==> config.mk <==
export PLATFORM = sky130hd
export DESIGN_NAME = keypad_set_alarm_clock
export DESIGN_NICKNAME = d
export VERILOG_FILES = /design/src/rtl/core/kpac_pkg.sv /design/src/rtl/core/keypad_set_alarm_clock.sv
export SDC_FILE = /design/constraint.sdc
export NUM_CORES = 1
export LEC_CHECK = 0
export BUFFER_PORTS_ARGS = -buffer_cell sky130_fd_sc_hd__buf_2
export CAP_MARGIN = 0
export CORE_MARGIN = 4
export CORE_UTILIZATION = 62
export DETAILED_ROUTE_END_ITERATION = 7
export PLACE_DENSITY = 0.87
export REMOVE_ABC_BUFFERS = 1
export SYNTH_ARGS = -nofsm -noshare
export SYNTH_HDL_FRONTEND = slang
export SYNTH_SLANG_ARGS = --single-unit
==> constraint.sdc <==
create_clock -name clk -period 7.5 [get_ports clk]
set_input_delay 2.25 -clock clk [delete_from_list [all_inputs] [get_ports clk]]
set_output_delay 2.25 -clock clk [all_outputs]
set_load 0.01 [all_outputs]
==> src/rtl/core/kpac_pkg.sv <==
// ----------------------------------------------------------------------------
// kpac_pkg
// Types, codes and digit helpers shared by the keypad-set alarm clock and
// its port checker.
// ----------------------------------------------------------------------------
package kpac_pkg;

  localparam logic [3:0] NO_DIGIT     = 4'hF;
  localparam logic [1:0] KEY_A_ROW    = 2'd0;
  localparam logic [1:0] KEY_A_COL    = 2'd3;
  localparam logic [7:0] TPM_RESET    = 8'd240;

  localparam logic [1:0] PHASE_WAIT   = 2'd0;
  localparam logic [1:0] PHASE_TIME   = 2'd1;
  localparam logic [1:0] PHASE_ALARM  = 2'd2;
  localparam logic [1:0] PHASE_RUN    = 2'd3;

  localparam logic [1:0] POS_HOUR_TENS   = 2'd0;
  localparam logic [1:0] POS_HOUR_ONES   = 2'd1;
  localparam logic [1:0] POS_MINUTE_TENS = 2'd2;
  localparam logic [1:0] POS_MINUTE_ONES = 2'd3;

  localparam logic       REG_TICKS_PER_MINUTE = 1'b0;

  typedef enum logic [3:0] {
    MODE_WAIT  = 4'b0001,
    MODE_TIME  = 4'b0010,
    MODE_ALARM = 4'b0100,
    MODE_RUN   = 4'b1000
  } mode_t;

  typedef struct packed {
    logic       op;
    logic [1:0] key_row;
    logic [1:0] key_col;
  } in_t;

  typedef struct packed {
    logic [1:0] phase;
    logic       key_accepted;
    logic [1:0] entry_position;
    logic [1:0] hour_tens;
    logic [3:0] hour_ones;
    logic [2:0] minute_tens;
    logic [3:0] minute_ones;
    logic       minute_advanced;
    logic       alarm_on;
  } out_t;

  typedef struct packed {
    logic [1:0] hour_tens;
    logic [3:0] hour_ones;
    logic [2:0] minute_tens;
    logic [3:0] minute_ones;
  } clock_time_t;

  function automatic logic [3:0] key_digit(input logic [3:0] key);
    logic [3:0] d;
    case (key)
      4'd0:    d = 4'd1;
      4'd1:    d = 4'd2;
      4'd2:    d = 4'd3;
      4'd4:    d = 4'd4;
      4'd5:    d = 4'd5;
      4'd6:    d = 4'd6;
      4'd8:    d = 4'd7;
      4'd9:    d = 4'd8;
      4'd10:   d = 4'd9;
      4'd13:   d = 4'd0;
      default: d = NO_DIGIT;
    endcase
    return d;
  endfunction

  function automatic logic digit_ok(input logic [1:0] pos, input logic [3:0] d,
                                    input logic [1:0] tens);
    logic ok;
    if (d > 4'd9) begin
      ok = 1'b0;
    end else begin
      case (pos)
        POS_HOUR_TENS:   ok = (d <= 4'd2);
        POS_HOUR_ONES:   ok = (tens == 2'd2) ? (d <= 4'd3) : 1'b1;
        POS_MINUTE_TENS: ok = (d <= 4'd5);
        default:         ok = 1'b1;
      endcase
    end
    return ok;
  endfunction

  function automatic clock_time_t store_digit(input clock_time_t t, input logic [1:0] pos,
                                              input logic [3:0] d);
    clock_time_t r;
    r = t;
    case (pos)
      POS_HOUR_TENS:   r.hour_tens   = d[1:0];
      POS_HOUR_ONES:   r.hour_ones   = d;
      POS_MINUTE_TENS: r.minute_tens = d[2:0];
      default:         r.minute_ones = d;
    endcase
    return r;
  endfunction

  function automatic clock_time_t advance_minute(input clock_time_t t);
    clock_time_t r;
    r = t;
    if (t.minute_ones < 4'd9) begin
      r.minute_ones = t.minute_ones + 4'd1;
    end else begin
      r.minute_ones = 4'd0;
      if (t.minute_tens < 3'd5) begin
        r.minute_tens = t.minute_tens + 3'd1;
      end else begin
        r.minute_tens = 3'd0;
        if (t.hour_tens >= 2'd2) begin
          if (t.hour_ones >= 4'd3) begin
            r.hour_ones = 4'd0;
            r.hour_tens = 2'd0;
          end else begin
            r.hour_ones = t.hour_ones + 4'd1;
          end
        end else if (t.hour_ones < 4'd9) begin
          r.hour_ones = t.hour_ones + 4'd1;
        end else begin
          r.hour_ones = 4'd0;
          r.hour_tens = t.hour_tens + 2'd1;
        end
      end
    end
    return r;
  endfunction

endpackage

==> src/rtl/core/keypad_set_alarm_clock.sv <==
// ----------------------------------------------------------------------------
// keypad_set_alarm_clock
// 24-hour BCD alarm clock set from decoded keypad presses, run by ticks.
// ----------------------------------------------------------------------------
// Each request (a key press or a prescaler tick) yields exactly one result.
// A request is taken when in_valid and in_ready are both high; its result is
// registered into the output register, or into a second result buffer behind
// it while a result waits on the output side. That buffer keeps the input side
// open for one more request; a new request can be taken every cycle while it is empty.
// ticks_per_minute sits at byte address 0 of the APB port.
module keypad_set_alarm_clock
  import kpac_pkg::*;
(
  input  logic        clk,
  input  logic        rst,
  input  logic        in_valid,
  output logic        in_ready,
  input  in_t         in_data,
  output logic        out_valid,
  input  logic        out_ready,
  output out_t        out_data,
  input  logic        psel,
  input  logic        penable,
  input  logic        pwrite,
  input  logic [2:0]  paddr,
  input  logic [31:0] pwdata,
  output logic [31:0] prdata,
  output logic        pready
);

  logic [7:0]  ticks_per_minute;
  mode_t       mode, mode_next;
  logic [1:0]  digit_index, digit_index_next;
  clock_time_t time_digits, time_digits_next;
  clock_time_t alarm_digits, alarm_digits_next;
  logic [7:0]  tick_count, tick_count_next;
  logic        alarm_latch, alarm_latch_next;
  out_t        result;
  out_t        skid;
  logic        skid_valid;
  logic        in_fire;
  logic        accepted;
  logic        advanced;
  logic [3:0]  digit;
  logic [1:0]  dst_tens;
  logic        ok;
  logic [8:0]  tick_inc;
  clock_time_t stored;
  clock_time_t advanced_time;

  assign pready   = 1'b1;
  assign in_ready = !skid_valid;
  assign in_fire  = in_valid && in_ready;
  assign prdata   = (paddr[2] == REG_TICKS_PER_MINUTE) ? {24'd0, ticks_per_minute} : 32'd0;

  always_ff @(posedge clk) begin
    if (rst) begin
      ticks_per_minute <= TPM_RESET;
    end else if (psel && penable && pwrite && paddr[2] == REG_TICKS_PER_MINUTE) begin
      ticks_per_minute <= pwdata[7:0];
    end
  end

  always_comb begin
    mode_next         = mode;
    digit_index_next  = digit_index;
    time_digits_next  = time_digits;
    alarm_digits_next = alarm_digits;
    tick_count_next   = tick_count;
    alarm_latch_next  = alarm_latch;
    accepted          = 1'b0;
    advanced          = 1'b0;
    digit             = key_digit({in_data.key_row, in_data.key_col});
    dst_tens          = (mode == MODE_TIME) ? time_digits.hour_tens : alarm_digits.hour_tens;
    ok                = digit_ok(digit_index, digit, dst_tens);
    stored            = store_digit((mode == MODE_TIME) ? time_digits : alarm_digits,
                                    digit_index, digit);
    tick_inc          = {1'b0, tick_count} + 9'd1;
    advanced_time     = advance_minute(time_digits);

    if (!in_data.op) begin
      case (mode)
        MODE_WAIT: begin
          if (in_data.key_row == KEY_A_ROW && in_data.key_col == KEY_A_COL) begin
            mode_next        = MODE_TIME;
            digit_index_next = POS_HOUR_TENS;
          end
        end
        MODE_TIME: begin
          if (ok) begin
            accepted         = 1'b1;
            time_digits_next = stored;
            digit_index_next = digit_index + 2'd1;
            if (digit_index == POS_MINUTE_ONES) begin
              mode_next = MODE_ALARM;
            end
          end
        end
        MODE_ALARM: begin
          if (ok) begin
            accepted          = 1'b1;
            alarm_digits_next = stored;
            digit_index_next  = digit_index + 2'd1;
            if (digit_index == POS_MINUTE_ONES) begin
              mode_next       = MODE_RUN;
              tick_count_next = 8'd0;
              if (time_digits == stored) begin
                alarm_latch_next = 1'b1;
              end
            end
          end
        end
        default: begin
        end
      endcase
    end else if (mode == MODE_RUN) begin
      if (tick_inc >= {1'b0, ticks_per_minute}) begin
        tick_count_next  = 8'd0;
        time_digits_next = advanced_time;
        advanced         = 1'b1;
        if (advanced_time == alarm_digits) begin
          alarm_latch_next = 1'b1;
        end
      end else begin
        tick_count_next = tick_inc[7:0];
      end
    end

    case (mode_next)
      MODE_TIME:  result.phase = PHASE_TIME;
      MODE_ALARM: result.phase = PHASE_ALARM;
      MODE_RUN:   result.phase = PHASE_RUN;
      default:    result.phase = PHASE_WAIT;
    endcase
    result.key_accepted    = accepted;
    result.entry_position  = (mode_next == MODE_TIME || mode_next == MODE_ALARM) ?
                             digit_index_next : 2'd0;
    result.hour_tens       = time_digits_next.hour_tens;
    result.hour_ones       = time_digits_next.hour_ones;
    result.minute_tens     = time_digits_next.minute_tens;
    result.minute_ones     = time_digits_next.minute_ones;
    result.minute_advanced = advanced;
    result.alarm_on        = alarm_latch_next;
  end

  always_ff @(posedge clk) begin
    if (rst) begin
      mode         <= MODE_WAIT;
      digit_index  <= 2'd0;
      time_digits  <= '0;
      alarm_digits <= '0;
      tick_count   <= 8'd0;
      alarm_latch  <= 1'b0;
    end else if (in_fire) begin
      mode         <= mode_next;
      digit_index  <= digit_index_next;
      time_digits  <= time_digits_next;
      alarm_digits <= alarm_digits_next;
      tick_count   <= tick_count_next;
      alarm_latch  <= alarm_latch_next;
    end
  end

  always_ff @(posedge clk) begin
    if (rst) begin
      out_valid  <= 1'b0;
      skid_valid <= 1'b0;
    end else if (!out_valid || out_ready) begin
      if (skid_valid) begin
        out_valid  <= 1'b1;
        skid_valid <= 1'b0;
      end else begin
        out_valid <= in_fire;
      end
    end else if (in_fire) begin
      skid_valid <= 1'b1;
    end
  end

  always_ff @(posedge clk) begin
    if (!out_valid || out_ready) begin
      out_data <= skid_valid ? skid : result;
    end else if (in_fire) begin
      skid <= result;
    end
  end

endmodule

==> summary.md <==
| Metric | Value |
|---|---|
| Avg Cell Area, Syn | `8.63 um^2` |
| Number of iterations in the first detailed-routing pass | `6` |
| Top cell type's share of synthesized area | `0.198` |
| F_max | `~180 MHz` |
| Commonest non-fill, non-tap cell in the layout | `nand2_1` |
| Seq cells post-synth | `91` |
| Layout Nets | `792` |
| Chip height | `about 110 um` |
| RSZ-0062 raised after global routing | `false` |
| Hold Buf Count CTS | `0` |
| Clk buf depth | `2` |
| Peak supply drop | `0.000152 V` |
| Site row count | `35` |
| CP Launch Type | `primary input` |
| Chip width | `approximately 110 um` |
| Core area | `between 0.009 and 0.01 mm^2` |
| Vias | `5436` |
| Post-CTS resize count | `0` |
| Most frequent cells in the layout | `nand2_1, a21oi_1, nor2_1, dfxtp_1, buf_2` |
| DRC errors left | `0` |
| Seq pwr share | `0.510` |
| PortBufs | `50` |
| Placer congestion estimate | `approximately 0.95` |
| Post-synth EDFFs | `40` |
| Largest net degree at the start of global routing | `41` |
| First-pass GRT wire length | `roughly 25 mm` |
| Synth Warn # | `0` |
| Setup CP Type | `primary input to flip-flop` |
| Max-Cap Viols | `0` |
| Final worst-path cycle share | `0.751` |
| P_sw | `between 0.0003 and 0.0004 W` |
| GRT Util Overall | `0.277` |
| Fin. Hold Viols | `0` |
| Pleak | `about 2.6 nW` |
| Switching fraction of total power | `0.300` |
| Crit path max fanout | `15` |
| Vias per cell | `between 6 and 7` |
| Largest family of logic cells by synthesized area | `compound AO/OA/AOI/OAI gates` |
| Final Slew Violations | `0` |
| Sequential area share after synthesis | `0.366` |
| Asr flop ratio synth | `0` |
| TritonCTS clock tree | `done` |
| Power Dens Cells | `170 mW/mm^2` |
| Setup Buffers After CTS | `0` |
| Worst-Skew Late Latency | `0.37 ns` |
| Clock share of power | `0.334` |
| Syn Inst Count | `roughly 700` |
| Top Ports | `102` |
| Minimum clock period | `5.63 ns` |
| Cell accounting for the most synthesized area | `edfxtp_1` |
| Htree depth | `3` |
| Internal power | `~0.00076 W` |
| Clock skew | `around 0.014 ns` |
| Relative slew slack | `0.246` |
| Post-DP HPWL | `approximately 11 mm` |
| Cell types occupying the most area after synthesis | `edfxtp_1, dfxtp_1, nand2_1` |
| Post-Route WL | `15.7 mm` |
| Post-Synth XOR/XNOR Area | `0.0231` |
| Initial antenna violation count | `0` |
| DRT iter0 DRCs | `~730` |
| Distinct cell type count after synthesis | `about 80` |
| Layout area overhead | `6.06%` |
| Post-Synth Adder-Cell Area | `0.0516` |
| Hold Crit Class | `flip-flop to flip-flop` |
| Drt wl/cell | `around 18 um` |
| CP arrival | `5.76 ns` |
| Global route total overflow | `0` |
| Simple-gate portion of the synthesized area | `0.189` |
| Root Buffer | `clkbuf_8` |
| ANT nets after route | `0` |
| Clk sinks | `91` |
| Pin slew with the least headroom to its limit | `~1.1 ns` |
| Placement Setup Slack | `between 1.5 and 2 ns` |
| TritonCTS Buffers | `9` |
| Final Total Pwr | `around 0.0011 W` |
| Initial core utilization | `0.647` |
| Layout cells sized above 1 | `0.143` |
| Setup TNS | `0 ns` |
| Mux contribution to synthesized area | `0.0505` |
| Main synth FF type | `dfxtp_1` |
| WP data required | `7.63 ns` |
| Inserted Diodes | `0` |
| Outcome | `finished, final reports clean` |
| Worst setup margin | `1.87 ns` |
| Post-Syn Area | `0.00607 mm^2` |
| Endpoint type of the worst setup path | `flip-flop` |
| Die Area | `~0.011 mm^2` |
| Compound-Gate Fraction of Synth Area | `0.236` |
| Count of final setup violators | `0` |
| Gate power share | `0.156` |
| Vias in the first global route | `slightly above 5000` |
| Clock-pin slew on the worst setup and hold paths | `around 0.1 ns` |
[final cells by class]
cell class / count / area, um^2
clock inverter: 7 / 92.6
multi-input combinational: 533 / 3440
fill: 805 / 2940
timing repair buffer: 53 / 273
sequential: 91 / 2220
tap: 129 / 161
clock buffer: 9 / 124
inverter: 32 / 120
[synthesized netlist by cell type, types with 4 or more instances]
| cell | number |
|---|---|
| and2_1 | 4 |
| nor2b_1 | 8 |
| nor2_1 | 51 |
| nor3_1 | 8 |
| buf_1 | 4 |
| edfxtp_1 | 40 |
| nand3_1 | 19 |
| mux2i_1 | 7 |
| a21boi_0 | 4 |
| inv_1 | 29 |
| nand4_1 | 8 |
| and3_1 | 12 |
| ha_1 | 25 |
| or3_1 | 4 |
| buf_4 | 26 |
| and4b_1 | 4 |
| o21ai_0 | 25 |
| a2111oi_0 | 4 |
| o21a_1 | 14 |
| a21o_1 | 6 |
| a2bb2oi_1 | 5 |
| nand2b_1 | 15 |
| xnor2_1 | 13 |
| mux2_2 | 19 |
| clkbuf_1 | 36 |
| o31ai_1 | 6 |
| a21oi_1 | 60 |
| a22oi_1 | 10 |
| nor4_1 | 5 |
| nand2_1 | 86 |
| o211ai_1 | 13 |
| a211oi_1 | 7 |
| dfxtp_1 | 51 |
[per-stage QoR]
step	instance area (um^2)	utilization	cells	hold slack [ns]
after floorplan	5770	-	656	0.430
after global placement	6220	0.663	838	0.445
after detailed placement	6220	0.663	838	0.454
after CTS	6430	0.687	854	0.468
after global routing	6430	0.687	854	0.499
final	6430	0.687	854	0.467
[routing by layer]
| metal | GRT usage | vias to the layer above | share of wire |
|---|---|---|---|
| met5 | 0 | - | 0 |
| met4 | 0.0932 | 0 | 0.031 |
| met3 | 0.0578 | 47 | 0.10 |
| met2 | 0.454 | 316 | 0.45 |
| met1 | 0.365 | 2522 | 0.41 |
| li1 | - | 2551 | - |
[state kept, by name, indices dropped and copies added (netlist names), 2 cells and up]
signal	cells
skid	20
digit_index	2
out_data	20
alarm_digits	13
time_digits	13
tick_count	8
ticks_per_minute	8
mode	4
[power by group through the flow]
| stage | logic (W) | registers [W] | clock network [W] |
|---|---|---|---|
| 6_report | 0.000170 | 0.000557 | 0.000365 |
| 2_1_floorplan | 0.000108 | 0.000567 | 0 |
| 3_5_place_dp | 0.000166 | 0.000567 | 0 |
| 5_1_grt | 0.000186 | 0.000559 | 0.000388 |
| 4_1_cts | 0.000167 | 0.000556 | 0.000364 |
| 3_3_place_gp | 0.000160 | 0.000566 | 0 |
[critical path, cell delays in order]
cell and delay, ns:
buf_2 0.14, ha_1 0.23, or2_0 0.24, a31oi_2 0.50, a21oi_1 0.16, o32ai_2 0.66, and2_1 0.69, nor2_1 0.18
a221o_1 0.43, mux2_2 0.28
[logic make-up (layout without fill, tap and decap cells)]
group	Yosys count	count (layout)
other	2	25
AND/OR/NAND/NOR	236	236
XOR/XNOR	16	16
buffers and inverters	102	101
adder cells (fa/ha/maj)	25	25
flip-flops	91	91
AO/OA/AOI/OAI	204	204
multiplexers	27	27
[path summary, 6_finish.rpt]
path	startpoint	endpoint	slack, ns	cells after the start
max	in_data[0]	out_data[2]	1.87	10
min	ticks_per_minute[2]	ticks_per_minute[2]	0.47	2
max reg2reg	tick_count[2]	out_data[12]	2.62	13
min reg2reg	ticks_per_minute[2]	ticks_per_minute[2]	0.47	2
Power figures use the tool's default switching activity.
